===== config.mk =====
export PLATFORM = sky130hd
export DESIGN_NAME = pbg_dp
export DESIGN_NICKNAME = d
export VERILOG_FILES = /design/src/rtl/pbg_pkg.sv /design/src/rtl/pbg_div.sv /design/src/rtl/pbg_dp.sv
export VERILOG_INCLUDE_DIRS = /design/src /design/src/rtl
export SDC_FILE = /design/constraint.sdc
export NUM_CORES = 2
export LEC_CHECK = 0
export BUFFER_PORTS_ARGS = -buffer_cell sky130_fd_sc_hd__buf_2
export CORE_UTILIZATION = 30
export CTS_CLUSTER_DIAMETER = 120
export CTS_CLUSTER_SIZE = 16
export DETAILED_ROUTE_END_ITERATION = 6
export GPL_ROUTABILITY_DRIVEN = 0
export HOLD_SLACK_MARGIN = 0.08
export PLACE_DENSITY = 0.43
export SETUP_SLACK_MARGIN = 0.3
export SYNTH_ARGS = -nofsm -noshare
export SYNTH_HDL_FRONTEND = slang
export SYNTH_SLANG_ARGS = --single-unit

===== constraint.sdc =====
create_clock -name clk_i -period 13.7 [get_ports clk_i]
set_input_delay 1.37 -clock clk_i [delete_from_list [all_inputs] [get_ports clk_i]]
set_output_delay 1.37 -clock clk_i [all_outputs]
set_load 0.1 [all_outputs]

===== src/rtl/assert_macros.svh =====
// Assertion macros shared by the padded box and ray slab test RTL.
`ifndef ASSERT_MACROS_SVH
`define ASSERT_MACROS_SVH

// Property checked on every rising clock edge outside reset.
`define PBG_ASSERT(lbl, prop, msg) \
  lbl: assert property (@(posedge clk_i) disable iff (!rst_ni) (prop)) else $error(msg);

// Implication checked on every rising clock edge outside reset.
`define PBG_ASSERT_IMP(lbl, pre, post, msg) \
  lbl: assert property (@(posedge clk_i) disable iff (!rst_ni) (pre) |=> (post)) else $error(msg);

`endif


===== src/rtl/pbg_pkg.sv =====
// Shared types and constants for the padded box grow and ray slab test.
package pbg_pkg;

  localparam int COORD_W = 32;
  localparam int FRAC_W  = 16;
  localparam int PAD_W   = 21;
  localparam int DVD_W   = COORD_W + FRAC_W;
  localparam int CNT_W   = $clog2(DVD_W);
  localparam int AXES    = 3;

  localparam logic [PAD_W-1:0] PAD_RESET = PAD_W'(3277);

  localparam logic signed [COORD_W-1:0] CMAX = {1'b0, {(COORD_W-1){1'b1}}};
  localparam logic signed [COORD_W-1:0] CMIN = {1'b1, {(COORD_W-1){1'b0}}};
  localparam logic signed [COORD_W-1:0] EPS_RAW = COORD_W'((64'd1 << FRAC_W) / 64'd1000000);
  localparam logic [CNT_W-1:0] LAST_STEP = CNT_W'(DVD_W - 1);

  localparam logic ACT_GROW = 1'b0;
  localparam logic ACT_RAY  = 1'b1;

  typedef logic signed [COORD_W-1:0] coord_t;

  typedef struct packed {
    logic acc_grow;
    logic acc_ray;
    logic div_step;
    logic sat_load;
    logic res_load;
  } cmd_t;

  typedef struct packed {
    logic out_full;
  } sts_t;

endpackage


===== src/rtl/pbg_div.sv =====
// Radix-2 restoring divider, one quotient bit per step.
module pbg_div (
  input  logic                      clk_i,
  input  logic                      load_i,
  input  logic                      step_i,
  input  logic [pbg_pkg::DVD_W-1:0] dvd_i,
  input  logic [pbg_pkg::COORD_W-1:0] dsr_i,
  output logic [pbg_pkg::DVD_W-1:0] quo_o
);
  import pbg_pkg::*;

  logic [DVD_W-1:0]   dvd_q, dvd_d, quo_q, quo_d;
  logic [COORD_W-1:0] dsr_q, rem_q, rem_d;
  logic [COORD_W:0]   rem_s;
  logic               ge;

  always_comb begin
    rem_s = {rem_q, dvd_q[DVD_W-1]};
    ge    = rem_s >= {1'b0, dsr_q};
    rem_d = ge ? COORD_W'(rem_s - {1'b0, dsr_q}) : rem_s[COORD_W-1:0];
    dvd_d = {dvd_q[DVD_W-2:0], 1'b0};
    quo_d = {quo_q[DVD_W-2:0], ge};
  end

  always_ff @(posedge clk_i) begin
    if (load_i) begin
      dvd_q <= dvd_i;
      dsr_q <= dsr_i;
      rem_q <= '0;
      quo_q <= '0;
    end else if (step_i) begin
      dvd_q <= dvd_d;
      rem_q <= rem_d;
      quo_q <= quo_d;
    end
  end

  assign quo_o = quo_q;

endmodule


===== src/rtl/pbg_dp.sv =====
// Datapath: box corners, slab dividers, t reduction and result register.
`include "assert_macros.svh"
module pbg_dp (
  input  logic                        clk_i,
  input  logic                        rst_ni,
  input  pbg_pkg::cmd_t               cmd_i,
  output pbg_pkg::sts_t               sts_o,
  input  logic                        cfg_we_i,
  input  logic [pbg_pkg::PAD_W-1:0]   cfg_wdata_i,
  input  pbg_pkg::coord_t             pos_i [pbg_pkg::AXES],
  input  pbg_pkg::coord_t             dir_i [pbg_pkg::AXES],
  input  logic                        m_ready_i,
  output logic                        m_valid_o,
  output logic                        hit_o
);
  import pbg_pkg::*;

  logic [PAD_W-1:0] pad_q;
  coord_t lo_q [AXES];
  coord_t hi_q [AXES];
  logic   empty_q;

  logic [AXES-1:0] sneg_n_q, sneg_f_q, zero_q, inside_q;
  coord_t tmin_q [AXES];
  coord_t tmax_q [AXES];
  logic   m_valid_q, hit_q, hit_d;

  always_ff @(posedge clk_i or negedge rst_ni) begin
    if (!rst_ni) begin
      pad_q <= PAD_RESET;
    end else if (cfg_we_i) begin
      pad_q <= cfg_wdata_i;
    end
  end

  for (genvar k = 0; k < AXES; k++) begin : g_axis
    logic signed [COORD_W:0] sub, add, dn, df, pos_e;
    coord_t lo_new, hi_new, near, far;
    logic   dneg;
    logic [COORD_W-1:0] dmag, mag_n, mag_f;
    logic [DVD_W-1:0]   quo_n, quo_f;
    coord_t tn, tf;

    always_comb begin
      pos_e  = {pos_i[k][COORD_W-1], pos_i[k]};
      sub    = pos_e - {{(COORD_W+1-PAD_W){1'b0}}, pad_q};
      add    = pos_e + {{(COORD_W+1-PAD_W){1'b0}}, pad_q};
      lo_new = (sub[COORD_W] != sub[COORD_W-1]) ? CMIN : sub[COORD_W-1:0];
      hi_new = (add[COORD_W] != add[COORD_W-1]) ? CMAX : add[COORD_W-1:0];
      dneg   = dir_i[k][COORD_W-1];
      dmag   = dneg ? COORD_W'(-dir_i[k]) : dir_i[k];
      near   = dneg ? hi_q[k] : lo_q[k];
      far    = dneg ? lo_q[k] : hi_q[k];
      dn     = {near[COORD_W-1], near} - pos_e;
      df     = {far[COORD_W-1], far} - pos_e;
      mag_n  = dn[COORD_W] ? COORD_W'(-dn) : dn[COORD_W-1:0];
      mag_f  = df[COORD_W] ? COORD_W'(-df) : df[COORD_W-1:0];
      // Quotient magnitude clamped to the largest coordinate, then signed.
      tn = (quo_n > DVD_W'(CMAX)) ? CMAX : quo_n[COORD_W-1:0];
      tf = (quo_f > DVD_W'(CMAX)) ? CMAX : quo_f[COORD_W-1:0];
      if (sneg_n_q[k]) tn = -tn;
      if (sneg_f_q[k]) tf = -tf;
    end

    pbg_div u_div_n (
      .clk_i  (clk_i),
      .load_i (cmd_i.acc_ray),
      .step_i (cmd_i.div_step),
      .dvd_i  ({mag_n, {FRAC_W{1'b0}}}),
      .dsr_i  (dmag),
      .quo_o  (quo_n)
    );

    pbg_div u_div_f (
      .clk_i  (clk_i),
      .load_i (cmd_i.acc_ray),
      .step_i (cmd_i.div_step),
      .dvd_i  ({mag_f, {FRAC_W{1'b0}}}),
      .dsr_i  (dmag),
      .quo_o  (quo_f)
    );

    always_ff @(posedge clk_i or negedge rst_ni) begin
      if (!rst_ni) begin
        lo_q[k] <= '0;
        hi_q[k] <= '0;
      end else if (cmd_i.acc_grow) begin
        if (empty_q) begin
          lo_q[k] <= lo_new;
          hi_q[k] <= hi_new;
        end else if (pos_i[k] < lo_q[k]) begin
          lo_q[k] <= lo_new;
        end else if (pos_i[k] > hi_q[k]) begin
          hi_q[k] <= hi_new;
        end
      end
    end

    always_ff @(posedge clk_i) begin
      if (cmd_i.acc_ray) begin
        sneg_n_q[k] <= dn[COORD_W] ^ dneg;
        sneg_f_q[k] <= df[COORD_W] ^ dneg;
        zero_q[k]   <= (dir_i[k] == '0);
        inside_q[k] <= (pos_i[k] >= lo_q[k]) && (pos_i[k] <= hi_q[k]);
      end
      if (cmd_i.sat_load) begin
        tmin_q[k] <= tn;
        tmax_q[k] <= tf;
      end
    end
  end

  always_ff @(posedge clk_i or negedge rst_ni) begin
    if (!rst_ni) begin
      empty_q <= 1'b1;
    end else if (cmd_i.acc_grow) begin
      empty_q <= 1'b0;
    end
  end

  // Entry t is the largest near-plane t, exit t the smallest far-plane t,
  // over the axes whose direction is non-zero.
  always_comb begin
    coord_t t0, t1;
    logic   bnd, ok;
    t0  = '0;
    t1  = '0;
    bnd = 1'b0;
    ok  = !empty_q;
    for (int k = 0; k < AXES; k++) begin
      if (zero_q[k]) begin
        if (!inside_q[k]) ok = 1'b0;
      end else if (!bnd) begin
        t0  = tmin_q[k];
        t1  = tmax_q[k];
        bnd = 1'b1;
      end else begin
        if (tmin_q[k] > t0) t0 = tmin_q[k];
        if (tmax_q[k] < t1) t1 = tmax_q[k];
      end
    end
    hit_d = ok && (!bnd || ((t0 < t1) && (t1 > EPS_RAW)));
  end

  always_ff @(posedge clk_i or negedge rst_ni) begin
    if (!rst_ni) begin
      m_valid_q <= 1'b0;
    end else if (cmd_i.res_load) begin
      m_valid_q <= 1'b1;
    end else if (m_ready_i) begin
      m_valid_q <= 1'b0;
    end
  end

  always_ff @(posedge clk_i) begin
    if (cmd_i.res_load) hit_q <= hit_d;
  end

  assign sts_o.out_full = m_valid_q;
  assign m_valid_o      = m_valid_q;
  assign hit_o          = hit_q;

  `PBG_ASSERT(a_box_order, empty_q || ((lo_q[0] <= hi_q[0]) && (lo_q[1] <= hi_q[1]) && (lo_q[2] <= hi_q[2])), "box corners out of order")
  `PBG_ASSERT_IMP(a_res_shown, cmd_i.res_load, m_valid_q, "result not presented after load")
  `PBG_ASSERT_IMP(a_grow_fills, cmd_i.acc_grow, !empty_q, "box still empty after a grow")

endmodule


Word level (Yosys, flattened, before mapping)
Memories as Yosys holds them, arrays and structs flattened.
Index checks and enable logic that the tools add are counted.
Cells by class
  add/sub/neg operators: 33
  multipliers: 0
  div/mod/pow operators: 0
  order comparisons: 30
  equal/unequal tests: 9
  shifts and indexed selects: 0
  mux-type cells: 93
  bitwise logic cells: 6
  reduce and logical (&&, ||, !) cells: 25
Operators with widths (count)
  2-to-1 mux 32 bit: 65
  2-to-1 mux 48 bit: 12
  negator 32 bit: 15
  greater-than comparator 48 x 31 -> 1 bit (second input constant): 6
  greater-or-equal comparator 33 x 32 -> 1 bit: 6
  subtractor 32 x 32 -> 33 bit: 6
  less-than comparator 32 bit: 6
  subtractor 32 bit: 6
  greater-than comparator 32 bit: 5
  adder 32 x 22 -> 33 bit: 3
  subtractor 32 x 22 -> 33 bit: 3
  greater-or-equal comparator 32 bit: 3
  <= comparator 32 bit: 3
  zero test 32 bit: 3
  2-to-1 mux 31 bit: 3
  greater-than comparator 32 x 1 -> 1 bit (second input constant): 1
  nonzero test 2 bit: 8
  2-to-1 mux 1 bit: 13
  AND reduction 3 bit: 3
  != test 1 bit: 6
  != test 2 bit (second input constant): 3
  AND reduction 2 bit: 3
  bitwise XOR 1 bit: 6
  logical AND 1 bit: 5
  2 further kinds: 3
Word-level totals
  register bits: 996
  bits in latches: 0
  memory bits (writable): 192
  memory bits (read-only): 0
  input port bits: 222
  output and inout port bits: 3
  word-level logic and storage cells: 244
  memories: 2
Memory list
  tmax_q: depth 3, bits a word 32, rd ports 3, clocked after memory_dff 0, write ports 3, RTL line pbg_dp.sv:25  | coord_t tmax_q [AXES];
  tmin_q: depth 3, bits a word 32, rd ports 3, clocked after memory_dff 0, write ports 3, RTL line pbg_dp.sv:24  | coord_t tmin_q [AXES];

Longest topological paths before layout
An unclocked memory read counts as a cell.
  depth after elaboration: 14
  gate-level depth with buffers: 46
  gate-level depth less buffers: 40

Modules after synthesis
From an unflattened synthesis, not the netlist that was laid out.
Second synthesis, totals
  cells, all modules: 11519
  area total of the unflattened synthesis: 103058.8 um^2
By module, submodules not included
  pbg_dp: instances 1, cells each 7076, area an instance 54888.9 um^2, sequential area each 11546.1 um^2
  pbg_div at g_axis[0].u_div_n ...: instances 5, cells each 742, area an instance 8044.0 um^2, sequential area each 4003.8 um^2
  pbg_div at g_axis[0].u_div_f: instances 1, cells each 733, area an instance 7950.1 um^2, sequential area each 4003.8 um^2

Least setup slack after synthesis
OpenSTA, ideal clock, no wires.
  kind: register to register
  start: register zero_q[0]
  end: register hit_q, in the netlist hit_o, data pin
  library setup time: 152 ps
  arrival: 8805 ps
  required time: 13548 ps
  setup slack: 4743 ps
  cell stages (with the launch flop): 47
  path buffers: 6
  period minus slack after synthesis: 8957 ps
  path through: edfxtp_1 -> buf_2 -> inv_1 -> clkbuf_1 -> clkbuf_1 -> clkbuf_1 -> nand2_1 -> ha_1 -> a21o_1 -> a21o_1 -> a21o_1 -> a211oi_1 -> o21bai_1 -> a221o_1 -> a211oi_1 -> mux2_2 -> a22o_1 -> buf_1 -> [11 not listed] -> o21ai_1 -> clkbuf_1 -> nor2_1 -> a21oi_1 -> ha_1 -> a21o_1 -> a21o_1 -> a21o_1 -> a21o_1 -> a21o_1 -> a21oi_1 -> nor2b_1 -> o21ai_0 -> a21boi_0 -> o21ai_0 -> nand2_1 -> or4b_1 -> o21ai_0
Between the ends
  longest elaborated chain between the ends: 13
  elaborated cells between the ends (all ways): 32
  those cells by class: order compare: 6; mux: 22; reduce/logical: 4
Ends and longest elaborated chain
  from (decl): RTL line pbg_dp.sv:23  | logic [AXES-1:0] sneg_n_q, sneg_f_q, zero_q, inside_q;
  from (signal, indexed assignment): RTL line pbg_dp.sv:103  | zero_q[k] <= (dir_i[k] == '0);
  2-to-1 mux 32 bit: RTL line pbg_dp.sv:131  | if (zero_q[k]) begin
  greater-than comparator 32 bit or less-than comparator 32 bit (tied branches): RTL line pbg_dp.sv:138, pbg_dp.sv:139
  2-to-1 mux 32 bit (on tied branches): RTL line pbg_dp.sv:138, pbg_dp.sv:139
  2-to-1 mux 32 bit: RTL line pbg_dp.sv:133  | end else if (!bnd) begin
  2-to-1 mux 32 bit: RTL line pbg_dp.sv:131
  greater-than comparator 32 bit or less-than comparator 32 bit (tied branches): RTL line pbg_dp.sv:138, pbg_dp.sv:139
  2-to-1 mux 32 bit (on tied branches): RTL line pbg_dp.sv:138, pbg_dp.sv:139
  2-to-1 mux 32 bit: RTL line pbg_dp.sv:133
  2-to-1 mux 32 bit: RTL line pbg_dp.sv:131
  less-than comparator 32 bit or greater-than comparator 32 x 1 -> 1 bit (tied branches): RTL line pbg_dp.sv:142  | hit_d = ok && (!bnd || ((t0 < t1) && (t1 > EPS_RAW)));
  logical AND 1 bit: RTL line pbg_dp.sv:142
  logical OR 1 bit: RTL line pbg_dp.sv:142
  logical AND 1 bit (*): RTL line pbg_dp.sv:142
  net hit_d: RTL line pbg_dp.sv:26  | logic m_valid_q, hit_q, hit_d;
  to (signal assigned): RTL line pbg_dp.sv:156  | if (cmd_i.res_load) hit_q <= hit_d;
  to (decl): RTL line pbg_dp.sv:26
The timed path passes the listed nets; every way through them passes the cells marked *.
A chain may end at the register's enable or synchronous reset.

Final worst setup path
Ends and elaborated chain as after synthesis.

==> results_dict.tcl <==
set metrics [dict create \
    outcome "completed" \
    drv_slew 0 \
    grt_pass1_wl_um 465000 \
    cp_max_fo 53 \
    h-tree-depth 3 \
    detail-route-antenna-nets 0 \
    dp_hpwl_um 234000 \
    min_period_over_period 0.729 \
    tns_ns 0 \
    grt-ovfl-total 0 \
    worst_ep_required_time_ns 14.45 \
    root_buffer "clkbuf_16" \
    clk_path_buf_depth 4 \
    vias 80600 \
    power.density_mw_per_mm2 163 \
    muxShareOfSynthArea 0.0514 \
    fillCellCount 32400 \
    ys_seq_elements 1188 \
    fin_hold_ws_ns 0.475 \
    cts_resized 0 \
    die_y_um 558 \
    ys.flop_type "edfxtp_1" \
    rsz0062_at_grt "false" \
    cts_hold_buffers 0 \
    drc_errors 0 \
    clkTransAtPathRegs_ns 0.08 \
    post_synth_and_or_nand_nor_area_fraction 0.177 \
    numCtsBuffers 95 \
    rows 203 \
    p_leak_nw 42.4 \
    synth_top_area_share 0.159 \
    dieArea_mm2 0.312 \
    relSlewSlack 0.141 \
    synth-compound-area-share 0.211 \
    worst-setup-path-type "flop to flop" \
    crit_path_start_kind "flop" \
    peakVddDrop_mv 0.0940 \
    ios 225 \
    wl_per_cell_um 20.2 \
    ys_warn_count 0 \
    crit_slowest_cell "edfxtp_1" \
    cp_common_cell "o21ai_0" \
    synthAdderAreaFrac 0.122 \
    setup_viol 0 \
    grt_pass1_vias 76600 \
    die_width_um 558 \
    cp_slowest_stage_delay_ns 0.64 \
    drtIter0Drc 5402 \
    synth_cell_types 109 \
    wl_um 305000 \
    cts_tree "built" \
    hold_path_class "flop to flop" \
    finalCriticalPeriod_ns 9.98 \
    synthTopCellsByArea "edfxtp_1 16%, ha_1 12%, dfxtp_1 10%, dfrtp_1 5.6%, nor2_1 5.0%" \
    grtUsageTotal 0.190 \
    synthXorXnorAreaFrac 0.0717 \
    antenna_found_initial 55 \
    syn_inst 11000 \
    drive_gt1_frac 0.0606 \
    area_growth_pct 9.00 \
    final_cell_mix "1243 x nor2_1, 880 x ha_1, 851 x nand2_1" \
    maxCapViolCount 0 \
    grt_max_degree 233 \
    synth.avg_cell_area_um2 8.46 \
    fin_worst_skew_ns 0.0864 \
    final_common_cell "nor2_1" \
    syn_area_mm2 0.0929 \
    max_clock_freq_mhz 100 \
    vias_per_cell 5.33 \
    cts.sinks 1188 \
    synth_top_family_by_area "compound AO/OA/AOI/OAI gates" \
    start_util 0.303 \
    firstDrtPassIters 5 \
    yosysTopAreaCell "edfxtp_1" \
    core-area_mm2 0.307 \
    synthArstFlopShare 0.181 \
    cp-end-kind "flop" \
    clk_latency_ns 0.89 \
    synth_enable_flop_cells 493 \
    final_nets 12000 \
    finalHoldViolations 0 \
    syn_nets 12100 \
    worst_slew_pin_slew_ns 1.27 \
    yosysSeqAreaShare 0.321 \
    portBuffers 224 \
    cts_setup_buffers 0 \
    crit_arrival_ns 10.73 \
]
==> logic make-up after synthesis <==
family / Yosys count
adder cells (fa/ha/maj): 898
AO/OA/AOI/OAI: 3054
XOR/XNOR: 761
AND/OR/NAND/NOR: 3493
multiplexers: 469
buffers and inverters: 1118
flip-flops: 1188
==> sequential cells by signal, summed over array words and instances (netlist names), 96 cells and up <==
register	count
g_axis.u_div_n.rem_q	96
g_axis.u_div_n.quo_o	144
g_axis.u_div_f.rem_q	96
lo_q	96
tmin_q	96
hi_q	96
g_axis.u_div_n.dvd_q	96
tmax_q	96
g_axis.u_div_f.quo_o	144
g_axis.u_div_f.dvd_q	96
==> metrics by stage <==
stage	util	cells	total power [W]	worst slack, ns	cell area, µm²
4_1_cts	0.330	15100	0.0166	3.85	101000
2_1_floorplan	-	11000	0.0112	4.74	92900
3_5_place_dp	0.320	14900	0.0136	3.91	98300
6_report	0.330	15100	0.0165	3.72	101000
3_3_place_gp	0.320	14900	0.0135	3.92	98300
5_1_grt	0.330	15100	0.0178	2.70	101000
==> power breakdown <==
group          switching, W  internal [W]  total, W
Clock               0.00149       0.00140   0.00289
Combinational       0.00517       0.00336   0.00854
Sequential         0.000459       0.00459   0.00505
==> final cells by class <==
class	instances	area, µm²	share of cell area
multi-input cells	8675	59000	0.583
flip-flops and latches	1188	29800	0.294
well taps	4100	5130	0.0507
clock buffers	149	2750	0.0272
inverters	649	2440	0.0241
repair buffers	313	1870	0.0185
clock inverters	20	181	0.00179
diodes	16	40.0	0.000395
==> cells in the mapped netlist (all sizes together) (67+ instances only) <==
library cell / count
nand2b: 124
o31ai: 104
a211oi: 202
a31oi: 87
nand4: 144
dfrtp: 207
a21oi: 834
buf: 76
ha: 880
inv: 639
clkbuf: 393
edfxtp: 493
a21o: 284
o21ai: 741
xor2: 229
nor2b: 117
nor4: 112
or3: 115
xnor2: 532
dfxtp: 480
mux2i: 405
o21a: 114
nor2: 1246
nand3: 161
or2: 71
nor3: 270
and3: 67
nand2: 853
==> path summary, 6_finish.rpt <==
check	start	endpoint	slack (ns)	cells past startpoint
min	g_axis[1].u_div_f.quo_o[39]	g_axis[1].u_div_f.quo_o[40]	0.47	2
min in group asynchronous	rst_ni	lo_q[92]	0.48	1
min reg2reg	g_axis[1].u_div_f.quo_o[39]	g_axis[1].u_div_f.quo_o[40]	0.47	2
max in group asynchronous	rst_ni	lo_q[57]	11.23	3
max reg2reg	zero_q[0]	hit_o	3.72	40
max	zero_q[0]	hit_o	3.72	40
==> worst max-delay path, delay by kind of cell, from the launching register on <==
family / cells / cell delay (ns)
AOI/OAI and AO/OA: 21 / 3.82
adders and majority gates: 3 / 0.92
buffers and inverters: 4 / 2.04
DFF: 1 / 0.64
muxes: 2 / 0.61
and+or+nand+nor: 10 / 1.77
==> metal layers <==
layer	vias up	GRT usage	wire length [µm]
met5	-	0	121
met4	20	0.0457	6960
met3	344	0.0235	13800
met2	1729	0.302	135000
met1	38700	0.271	150000
li1	39800	-	-
Power figures use the tool's default switching activity.
